`config.mk`:
```
export PLATFORM = sky130hd
export DESIGN_NAME = step_sequencer_sine_voice
export DESIGN_NICKNAME = d
export VERILOG_FILES = /design/src/ssv_pkg.sv /design/src/step_sequencer_sine_voice.sv
export SDC_FILE = /design/constraint.sdc
export NUM_CORES = 1
export LEC_CHECK = 0
export CAP_MARGIN = 25
export CORE_UTILIZATION = 25
export DETAILED_ROUTE_END_ITERATION = 8
export DONT_BUFFER_PORTS = 1
export PLACE_DENSITY_LB_ADDON = 0.1
export SLEW_MARGIN = 15
export SYNTH_ARGS = -nofsm -noshare
export SYNTH_HDL_FRONTEND = slang
export SYNTH_SLANG_ARGS = --single-unit
export TNS_END_PERCENT = 20
```
`constraint.sdc`:
```
create_clock -name i_clk -period 9.8 [get_ports i_clk]
set_clock_uncertainty 0.2 [all_clocks]
set_input_delay 1.96 -clock i_clk [delete_from_list [all_inputs] [get_ports i_clk]]
set_output_delay 1.96 -clock i_clk [all_outputs]
set_load 0.05 [all_outputs]
```
`src/ssv_pkg.sv`:
```
`timescale 1ns / 1ps
`default_nettype none
// ----------------------------------------------------------------------------
// ssv_pkg: shared types and constants of the step sequencer sine voice
// Item layouts of both channels, the step table entry and the fixed-point
// constants of the sine polynomial and the serial arithmetic.
// ----------------------------------------------------------------------------
package ssv_pkg;

    // input item op codes
    localparam logic OP_WRITE = 1'b0;
    localparam logic OP_TICK  = 1'b1;

    // field widths
    localparam int LC_W   = 24;
    localparam int VEL_W  = 9;
    localparam int INCR_W = 24;
    localparam int OUT_STEP_W = 4;

    // velocity of one, written velocities above it saturate
    localparam logic [VEL_W-1:0] VEL_ONE = 9'd256;

    // reset value of the step length
    localparam logic [LC_W-1:0] SPS_RESET = 24'd6000;

    // sine polynomial coefficients, Q16
    localparam logic [16:0] SIN_A = 17'd102944;
    localparam logic [15:0] SIN_B = 16'd42048;
    localparam logic [12:0] SIN_C = 13'd4640;
    localparam logic [16:0] X_ONE = 17'd65536;
    localparam logic [15:0] MAG_MAX = 16'd32767;

    // serial multiplier: multiplicand width, product register width
    localparam int MC_W   = 24;
    localparam int PROD_W = 48;

    // iteration counts of the serial units
    localparam int CNT_W = 5;
    localparam logic [CNT_W-1:0] N_PHASE = 5'd24;
    localparam logic [CNT_W-1:0] N_POLY  = 5'd17;
    localparam logic [CNT_W-1:0] N_VEL   = 5'd9;
    localparam logic [CNT_W-1:0] N_SCALE = 5'd24;
    localparam logic [CNT_W-1:0] N_DIV   = 5'd15;

    typedef struct packed {
        logic                op;
        logic [3:0]          step_slot;
        logic                step_active;
        logic [VEL_W-1:0]    step_velocity;
        logic [INCR_W-1:0]   step_phase_incr;
        logic                restart;
    } t_in_item;

    typedef struct packed {
        logic signed [15:0]      sample;
        logic [OUT_STEP_W-1:0]   current_step;
    } t_out_item;

    typedef struct packed {
        logic                active;
        logic [VEL_W-1:0]    velocity;
        logic [INCR_W-1:0]   incr;
    } t_step;

endpackage
`default_nettype wire

```
`src/step_sequencer_sine_voice.sv`:
```
`timescale 1ns / 1ps
`default_nettype none
// Flow: a write item leaves the block idle; a tick passes S_READ and S_START, then
//   S_OUT on an inactive step, or S_PHASE through S_DIV before S_OUT on an active one.
// Input: stalled until a tick's sample is in the output register, so one tick at a time;
//   the work is the shift-add multiplier (one bit per cycle, seven products) and 15-bit divider.
// Reset: synchronous; clears the step valid bits, position, count and output
//   valid, and loads the step length with 6000. No clearing pass.
// ----------------------------------------------------------------------------
// step_sequencer_sine_voice: sixteen step sequencer with a sine voice
// Holds a table of steps, renders one sample per tick from the current step
// with bit-serial arithmetic, and advances through the steps over time.
// ----------------------------------------------------------------------------
module step_sequencer_sine_voice
    import ssv_pkg::*;
#(
    parameter int STEPS          = 16,
    parameter int SINE_ADDR_BITS = 10
) (
    input  wire logic        i_clk,
    input  wire logic        i_rst_n,
    // input channel
    input  wire logic        i_in_valid,
    input  wire t_in_item    i_in_data,
    output logic             o_in_stall,
    // output channel
    output logic             o_out_valid,
    output t_out_item        o_out_data,
    input  wire logic        i_out_stall,
    // register port
    input  wire logic        psel,
    input  wire logic        penable,
    input  wire logic        pwrite,
    input  wire logic [2:0]  paddr,
    input  wire logic [31:0] pwdata,
    output logic [31:0]      prdata,
    output logic             pready
);

    localparam int PW    = $clog2(STEPS);
    localparam int QBITS = SINE_ADDR_BITS - 2;
    localparam int XSH   = 16 - QBITS;

    typedef enum logic [3:0] {
        S_IDLE, S_READ, S_START, S_PHASE, S_X2, S_T1, S_T3, S_Y,
        S_MV, S_SCALE, S_DIV, S_OUT
    } t_state;

    // control registers
    t_state              r_state, n_state;
    logic [LC_W-1:0]     r_sps, n_sps;
    logic [LC_W-1:0]     r_lc, n_lc;
    logic [PW-1:0]       r_pos, n_pos;
    logic [STEPS-1:0]    r_vld, n_vld;
    logic                r_rd_vld;
    logic                r_out_valid, n_out_valid;
    logic [CNT_W-1:0]    r_cnt, n_cnt;

    // datapath registers
    t_out_item           r_out, n_out;
    t_step               r_rd_entry;
    logic [PROD_W-1:0]   r_prod, n_prod;
    logic [MC_W-1:0]     r_mcand, n_mcand;
    logic [16:0]         r_x, n_x;
    logic [16:0]         r_x2, n_x2;
    logic [1:0]          r_quad, n_quad;
    logic                r_neg, n_neg;
    logic [LC_W-1:0]     r_rem, n_rem;
    logic [14:0]         r_dq, n_dq;

    // step table
    t_step               mem [STEPS];
    logic                wr_en;
    logic [PW-1:0]       wr_addr;
    t_step               wr_entry;

    // combinational helpers
    logic                in_xfer, cfg_wr, last;
    logic [LC_W-1:0]     sps_eff;
    logic [LC_W-1:0]     a_lc;
    logic [PW-1:0]       a_pos;
    logic [LC_W-1:0]     lc_inc;
    logic [PROD_W-1:0]   p_nx;
    logic [SINE_ADDR_BITS-1:0] s_addr;
    logic [1:0]          s_quad;
    logic [16:0]         s_xu, s_x;
    logic [16:0]         x2_w, t4_w, y_w, y1_w;
    logic [12:0]         t1_w;
    logic [15:0]         t2_w, t3_w, yh_w;
    logic [14:0]         mag_w;
    logic [22:0]         mv_w;
    logic [38:0]         nd_w;
    logic [LC_W:0]       d_r2, d_sub;
    logic                d_ge;
    logic [15:0]         q_ext;

    // one shift-add step: add multiplicand on the low multiplier bit, shift right
    function automatic logic [PROD_W-1:0] mult_step(input logic [PROD_W-1:0] p,
                                                    input logic [MC_W-1:0] mc);
        logic [MC_W:0] s;
        s = {1'b0, p[PROD_W-1:MC_W]} + (p[0] ? {1'b0, mc} : {(MC_W+1){1'b0}});
        return {s, p[MC_W-1:1]};
    endfunction

    // next step position, wrapping at the table size
    function automatic logic [PW-1:0] pos_next(input logic [PW-1:0] p);
        return (p == PW'(STEPS - 1)) ? '0 : PW'(p + PW'(1));
    endfunction

    // handshakes and register port
    assign in_xfer    = i_in_valid && !o_in_stall;
    assign o_in_stall = (r_state != S_IDLE);
    assign o_out_valid = r_out_valid;
    assign o_out_data  = r_out;
    assign pready      = 1'b1;
    assign cfg_wr      = psel && penable && pwrite && (paddr == 3'd0);
    assign prdata      = (paddr == 3'd0) ? {8'd0, r_sps} : 32'd0;

    // zero step length acts as one
    assign sps_eff = (r_sps == '0) ? LC_W'(1) : r_sps;

    // time at a tick transfer: restart, then skip past a shortened step
    assign a_lc  = i_in_data.restart ? '0 : r_lc;
    assign a_pos = i_in_data.restart ? '0 : r_pos;
    assign lc_inc = r_lc + LC_W'(1);

    // step table write with velocity saturation
    assign wr_en    = in_xfer && (i_in_data.op == OP_WRITE)
                      && (32'(i_in_data.step_slot) < 32'(STEPS));
    assign wr_addr  = PW'(i_in_data.step_slot);
    assign wr_entry = '{active:   i_in_data.step_active,
                        velocity: (i_in_data.step_velocity > VEL_ONE) ?
                                  VEL_ONE : i_in_data.step_velocity,
                        incr:     i_in_data.step_phase_incr};

    // shared serial multiplier
    assign p_nx = mult_step(r_prod, r_mcand);
    assign last = (r_cnt == CNT_W'(1));

    // sine address from the phase, folded into the first quadrant
    assign s_addr = p_nx[23 -: SINE_ADDR_BITS];
    assign s_quad = s_addr[SINE_ADDR_BITS-1 -: 2];
    assign s_xu   = 17'(s_addr[QBITS-1:0]) << XSH;
    assign s_x    = s_quad[0] ? (X_ONE - s_xu) : s_xu;

    // polynomial terms taken from the product after its last step
    assign x2_w  = p_nx[39:23];
    assign t1_w  = p_nx[35:23];
    assign t2_w  = SIN_B - {3'd0, t1_w};
    assign t3_w  = p_nx[38:23];
    assign t4_w  = SIN_A - {1'b0, t3_w};
    assign y_w   = p_nx[39:23];
    assign y1_w  = y_w + 17'd1;
    assign yh_w  = y1_w[16:1];
    assign mag_w = (yh_w > MAG_MAX) ? MAG_MAX[14:0] : yh_w[14:0];
    assign mv_w  = p_nx[37:15];
    assign nd_w  = p_nx[46:8];

    // restoring division step by the step length
    assign d_r2  = {r_rem, r_dq[14]};
    assign d_ge  = (d_r2 >= {1'b0, sps_eff});
    assign d_sub = d_r2 - {1'b0, sps_eff};
    assign q_ext = {1'b0, r_dq};

    // next state and datapath
    always_comb begin
        n_state     = r_state;
        n_sps       = cfg_wr ? pwdata[LC_W-1:0] : r_sps;
        n_lc        = r_lc;
        n_pos       = r_pos;
        n_vld       = r_vld;
        n_out_valid = r_out_valid && i_out_stall;
        n_out       = r_out;
        n_cnt       = r_cnt;
        n_prod      = r_prod;
        n_mcand     = r_mcand;
        n_x         = r_x;
        n_x2        = r_x2;
        n_quad      = r_quad;
        n_neg       = r_neg;
        n_rem       = r_rem;
        n_dq        = r_dq;

        if (wr_en) begin
            n_vld[wr_addr] = 1'b1;
        end

        case (r_state)
            S_IDLE: begin
                if (in_xfer && (i_in_data.op == OP_TICK)) begin
                    if (a_lc >= sps_eff) begin
                        n_lc  = '0;
                        n_pos = pos_next(a_pos);
                    end else begin
                        n_lc  = a_lc;
                        n_pos = a_pos;
                    end
                    n_state = S_READ;
                end
            end
            S_READ: begin
                n_state = S_START;
            end
            S_START: begin
                if (r_rd_vld && r_rd_entry.active) begin
                    n_mcand = r_rd_entry.incr;
                    n_prod  = {{MC_W{1'b0}}, r_lc};
                    n_cnt   = N_PHASE;
                    n_state = S_PHASE;
                end else begin
                    n_dq    = '0;
                    n_neg   = 1'b0;
                    n_state = S_OUT;
                end
            end
            S_PHASE: begin
                n_prod = p_nx;
                n_cnt  = r_cnt - CNT_W'(1);
                if (last) begin
                    n_x     = s_x;
                    n_quad  = s_quad;
                    n_mcand = MC_W'(s_x);
                    n_prod  = {{MC_W{1'b0}}, MC_W'(s_x)};
                    n_cnt   = N_POLY;
                    n_state = S_X2;
                end
            end
            S_X2: begin
                n_prod = p_nx;
                n_cnt  = r_cnt - CNT_W'(1);
                if (last) begin
                    n_x2    = x2_w;
                    n_mcand = MC_W'(SIN_C);
                    n_prod  = {{MC_W{1'b0}}, MC_W'(x2_w)};
                    n_cnt   = N_POLY;
                    n_state = S_T1;
                end
            end
            S_T1: begin
                n_prod = p_nx;
                n_cnt  = r_cnt - CNT_W'(1);
                if (last) begin
                    n_mcand = MC_W'(t2_w);
                    n_prod  = {{MC_W{1'b0}}, MC_W'(r_x2)};
                    n_cnt   = N_POLY;
                    n_state = S_T3;
                end
            end
            S_T3: begin
                n_prod = p_nx;
                n_cnt  = r_cnt - CNT_W'(1);
                if (last) begin
                    n_mcand = MC_W'(t4_w);
                    n_prod  = {{MC_W{1'b0}}, MC_W'(r_x)};
                    n_cnt   = N_POLY;
                    n_state = S_Y;
                end
            end
            S_Y: begin
                n_prod = p_nx;
                n_cnt  = r_cnt - CNT_W'(1);
                if (last) begin
                    n_neg   = r_quad[1];
                    n_mcand = MC_W'(mag_w);
                    n_prod  = {{MC_W{1'b0}}, MC_W'(r_rd_entry.velocity)};
                    n_cnt   = N_VEL;
                    n_state = S_MV;
                end
            end
            S_MV: begin
                n_prod = p_nx;
                n_cnt  = r_cnt - CNT_W'(1);
                if (last) begin
                    n_mcand = MC_W'(mv_w);
                    n_prod  = {{MC_W{1'b0}}, sps_eff - r_lc};
                    n_cnt   = N_SCALE;
                    n_state = S_SCALE;
                end
            end
            S_SCALE: begin
                n_prod = p_nx;
                n_cnt  = r_cnt - CNT_W'(1);
                if (last) begin
                    n_rem   = nd_w[38:15];
                    n_dq    = nd_w[14:0];
                    n_cnt   = N_DIV;
                    n_state = S_DIV;
                end
            end
            S_DIV: begin
                n_rem = d_ge ? d_sub[LC_W-1:0] : d_r2[LC_W-1:0];
                n_dq  = {r_dq[13:0], d_ge};
                n_cnt = r_cnt - CNT_W'(1);
                if (last) begin
                    n_state = S_OUT;
                end
            end
            S_OUT: begin
                // wait for the output register, then advance time
                if (!r_out_valid || !i_out_stall) begin
                    n_out_valid         = 1'b1;
                    n_out.sample        = r_neg ? (16'd0 - q_ext) : q_ext;
                    n_out.current_step  = OUT_STEP_W'(r_pos);
                    if (lc_inc >= sps_eff) begin
                        n_lc  = '0;
                        n_pos = pos_next(r_pos);
                    end else begin
                        n_lc  = lc_inc;
                    end
                    n_state = S_IDLE;
                end
            end
            default: begin
                n_state = S_IDLE;
            end
        endcase
    end

    // state, control and output valid
    always_ff @(posedge i_clk) begin
        if (!i_rst_n) begin
            r_state     <= S_IDLE;
            r_sps       <= SPS_RESET;
            r_lc        <= '0;
            r_pos       <= '0;
            r_vld       <= '0;
            r_rd_vld    <= 1'b0;
            r_out_valid <= 1'b0;
            r_cnt       <= '0;
        end else begin
            r_state     <= n_state;
            r_sps       <= n_sps;
            r_lc        <= n_lc;
            r_pos       <= n_pos;
            r_vld       <= n_vld;
            r_rd_vld    <= r_vld[r_pos];
            r_out_valid <= n_out_valid;
            r_cnt       <= n_cnt;
        end
    end

    // datapath and output payload
    always_ff @(posedge i_clk) begin
        r_out   <= n_out;
        r_prod  <= n_prod;
        r_mcand <= n_mcand;
        r_x     <= n_x;
        r_x2    <= n_x2;
        r_quad  <= n_quad;
        r_neg   <= n_neg;
        r_rem   <= n_rem;
        r_dq    <= n_dq;
    end

    // step table memory, registered read at the current position
    always_ff @(posedge i_clk) begin
        if (wr_en) begin
            mem[wr_addr] <= wr_entry;
        end
        r_rd_entry <= mem[r_pos];
    end

endmodule
`default_nettype wire

```
==> results_dict.tcl <==
set metrics [dict create \
    outcome "finished with violations" \
    violations "DRC" \
    cts_root_buf "clkbuf_16" \
    stdcell_area_mm2 0.0447 \
    grt_start_max_net_pins 62 \
    ys_seq_area_share_pct 60.2 \
    power.density_mw_per_mm2 241 \
    drtAntennaViolNets 0 \
    grt_pass1_wl_um 180000 \
    endpoint "r_lc[14]$_SDFFE_PN0P_" \
    fill_cells 15600 \
    drtIter0Drc 1608 \
    area_growth_pct 15.2 \
    grt.total_usage_pct 15.7 \
    synthCells 2821 \
    drtPass1Iterations 7 \
    synth_cell_type_count 99 \
    multiInputGateArea_mm2 0.0146 \
    cts_made_buffers 97 \
    criticalPathCategory "reg2reg" \
    wl_per_cell_um 25.1 \
    worstRegToRegCells 19 \
    finalSetupViolations 0 \
    seq_area_mm2 0.0234 \
    fin_tns_setup_ns 0 \
    routed-via-count 24300 \
    die_area_mm2 0.157 \
    dpl_cell_area_mm2 0.0415 \
    syn_area_mm2 0.0388 \
    core_mm2 0.154 \
    worst_pin_slew_ns 1.05 \
    grt_pass1_vias 25100 \
    rsz0062_at_grt "no" \
    finalNetCount 3043 \
    timing.rr.start "r_lc[0]$_SDFFE_PN0P_" \
    rows 144 \
    routed_wl_um 124000 \
    dp_hpwl_um 79900 \
    synth_seq_cells 816 \
    start_util_pct 25.2 \
    critPathCaptureType "register" \
    cts.sinks 816 \
    synth_edf_count 703 \
    cts_tree "done" \
    synth_area_per_cell_um2 13.8 \
    max_slew_margin_pct 29.9 \
    antenna_found_initial 11 \
    synth_ff_type "edfxtp_1" \
    clk_pin_slew_ns 0.06 \
    reg2reg_slack_ns 3.77 \
    drv_cap 0 \
    p_leak_nw 14.7 \
    globalRouteOverflowTotal 0 \
    path_max_fanout 17 \
    via_per_inst 4.90 \
    min_period_over_period_pct 61.5 \
    drc 58 \
    io_pins 137 \
    drive_gt1_share_pct 15.8 \
    cts.repair.resized 0 \
    clock_latency_ns 0.75 \
    clockBufferDepth 3 \
    hp-class "reg2reg" \
    htree_levels 3 \
    port-buffer-count 0 \
    arrival_ns 6.44 \
    hold_viol_final 0 \
    rr_endpoint "r_lc[14]$_SDFFE_PN0P_" \
    async_reset_ff_share_pct 0 \
    fin_crit_ns 6.03 \
    cp_data_required_time_ns 10.21 \
    postCtsSetupBuffers 0 \
    startpoint_type "register" \
    slew_viol_final 0 \
    die_y_um 396 \
    vdd_drop_max_v 0.000201 \
    die_w_um 396 \
    yosysWarnings 0 \
    max_clock_freq_mhz 166 \
    hold_buffers 0 \
    crit_start "r_lc[0]$_SDFFE_PN0P_" \
    gp_congestion 0.828 \
]
[where the power goes]
| group | internal, mW | switching (mW) | total, mW |
|---|---|---|---|
| Clock | 2.03 | 1.52 | 3.55 |
| Sequential | 4.15 | 0.280 | 4.43 |
| Combinational | 0.923 | 1.86 | 2.78 |
[sequential cells by signal, indices dropped and copies added (netlist names), 4 cells and up]
name        count
o_out_data     20
r_vld          16
r_x2           17
r_x             9
mem           544
r_dq           15
r_rem          24
r_pos           4
r_mcand        24
r_rd_entry     34
r_prod         48
r_sps          24
r_lc           24
r_cnt           5
r_state         4
[cell usage after synthesis (all sizes together) (35+ instances only)]
library cell    n  area (µm²)
mux4          175        3940
nor2          149         567
a21oi         143         734
and2           64         400
nor3           39         221
clkbuf        135         507
xnor2          81         717
buf            35         184
edfxtp        703       21100
inv           104         393
dfxtp         113        2260
ha            128        1600
a21o           52         390
o21ai         140         701
nand2         200         753
xor2           36         353
nand3          47         235
[per-layer routing]
layer	vias up	GRT usage [%]	wire length (µm)
li1	11000	-	-
met1	12600	21.2	56600
met2	564	26.0	59400
met3	182	2.61	5190
met4	4	4.22	3040
met5	-	0	27
[final cells by class]
| class | instances | area share [%] |
|---|---|---|
| repair buffers | 73 | 1.43 |
| diodes | 1 | 0.00559 |
| inverters | 106 | 0.895 |
| clock buffers | 144 | 6.04 |
| multi-input cells | 1736 | 32.7 |
| clock inverters | 37 | 0.984 |
| well taps | 2044 | 5.72 |
| flip-flops and latches | 816 | 52.3 |
[cells in the final DEF, fill, tap and decap left out, drive strengths merged, types with 11 or more instances in the layout]
cell type	netlist	routed
o21ai	140	140
o221ai	11	11
clkinv	2	29
nor2b	23	23
nor3	39	39
nor4	15	15
dfxtp	113	113
nand3	47	47
a211oi	11	11
buf	35	73
clkbuf	135	144
a221oi	15	15
a21boi	29	29
o21a	34	34
nor2	149	149
a32o	11	11
inv	104	106
a22o	16	16
o22ai	17	17
xor2	36	36
o31ai	18	18
mux4	175	175
nand4	22	22
a31oi	17	17
a22oi	12	12
o211ai	32	32
edfxtp	703	703
o31a	12	12
xnor2	81	81
a21oi	143	143
mux2i	18	18
or3	19	19
nand2	200	200
and2	64	64
ha	128	128
a21o	52	52
nand2b	23	23
and3	17	17
[through the flow]
step	std cells	worst slack, ns	utilization [%]	hold WS, ns	total power, mW
floorplan	2828	4.24	-	0.206	6.17
global placement	4765	3.98	26.9	0.242	7.29
detailed placement	4767	3.91	26.9	0.250	7.31
CTS	4948	3.89	28.9	0.264	10.9
global route	4956	3.23	29.0	0.275	11.3
finish	4957	3.77	29.0	0.261	10.8
[logic make-up after synthesis]
family	share of synthesized area (%)
flip-flops	60.2
adder cells (fa/ha/maj)	4.28
buffers and inverters	2.81
XOR/XNOR	2.75
other	0.0193
AND/OR/NAND/NOR	8.17
multiplexers	10.7
AO/OA/AOI/OAI	11.1
[critical path: stages (launching register included)]
cell and delay (ns):
dfxtp_1 0.50, ha_1 0.29, nand3_1 0.16, inv_1 0.10
nand3_1 0.19, nor3_2 0.33, nand2_1 0.17, nor3_2 0.41
nand4_1 0.30, nor3_1 0.25, xnor2_1 0.20, ha_1 0.29
a21o_1 0.17, a211oi_1 0.62, nand2_1 0.17, nor2_1 0.15
nand3_1 0.34, nand2_1 0.77, a21oi_1 0.16, o22ai_1 0.17
[worst min path at each step]
stage / from / end / slack (ns) / cells past startpoint
CTS: r_vld[7]$_SDFFE_PN0P_ / r_vld[7]$_SDFFE_PN0P_ / 0.26 / 1
global route: r_vld[7]$_SDFFE_PN0P_ / r_vld[7]$_SDFFE_PN0P_ / 0.28 / 1
finish: r_vld[4]$_SDFFE_PN0P_ / r_vld[4]$_SDFFE_PN0P_ / 0.26 / 1
global placement: r_vld[10]$_SDFFE_PN0P_ / r_vld[10]$_SDFFE_PN0P_ / 0.24 / 1
floorplan: r_pos[2]$_SDFFE_PN0P_ / o_out_data[2]$_DFFE_PP_ / 0.21 / 0
detailed placement: r_vld[7]$_SDFFE_PN0P_ / r_vld[7]$_SDFFE_PN0P_ / 0.25 / 1
(Power assumes the default switching activity.)
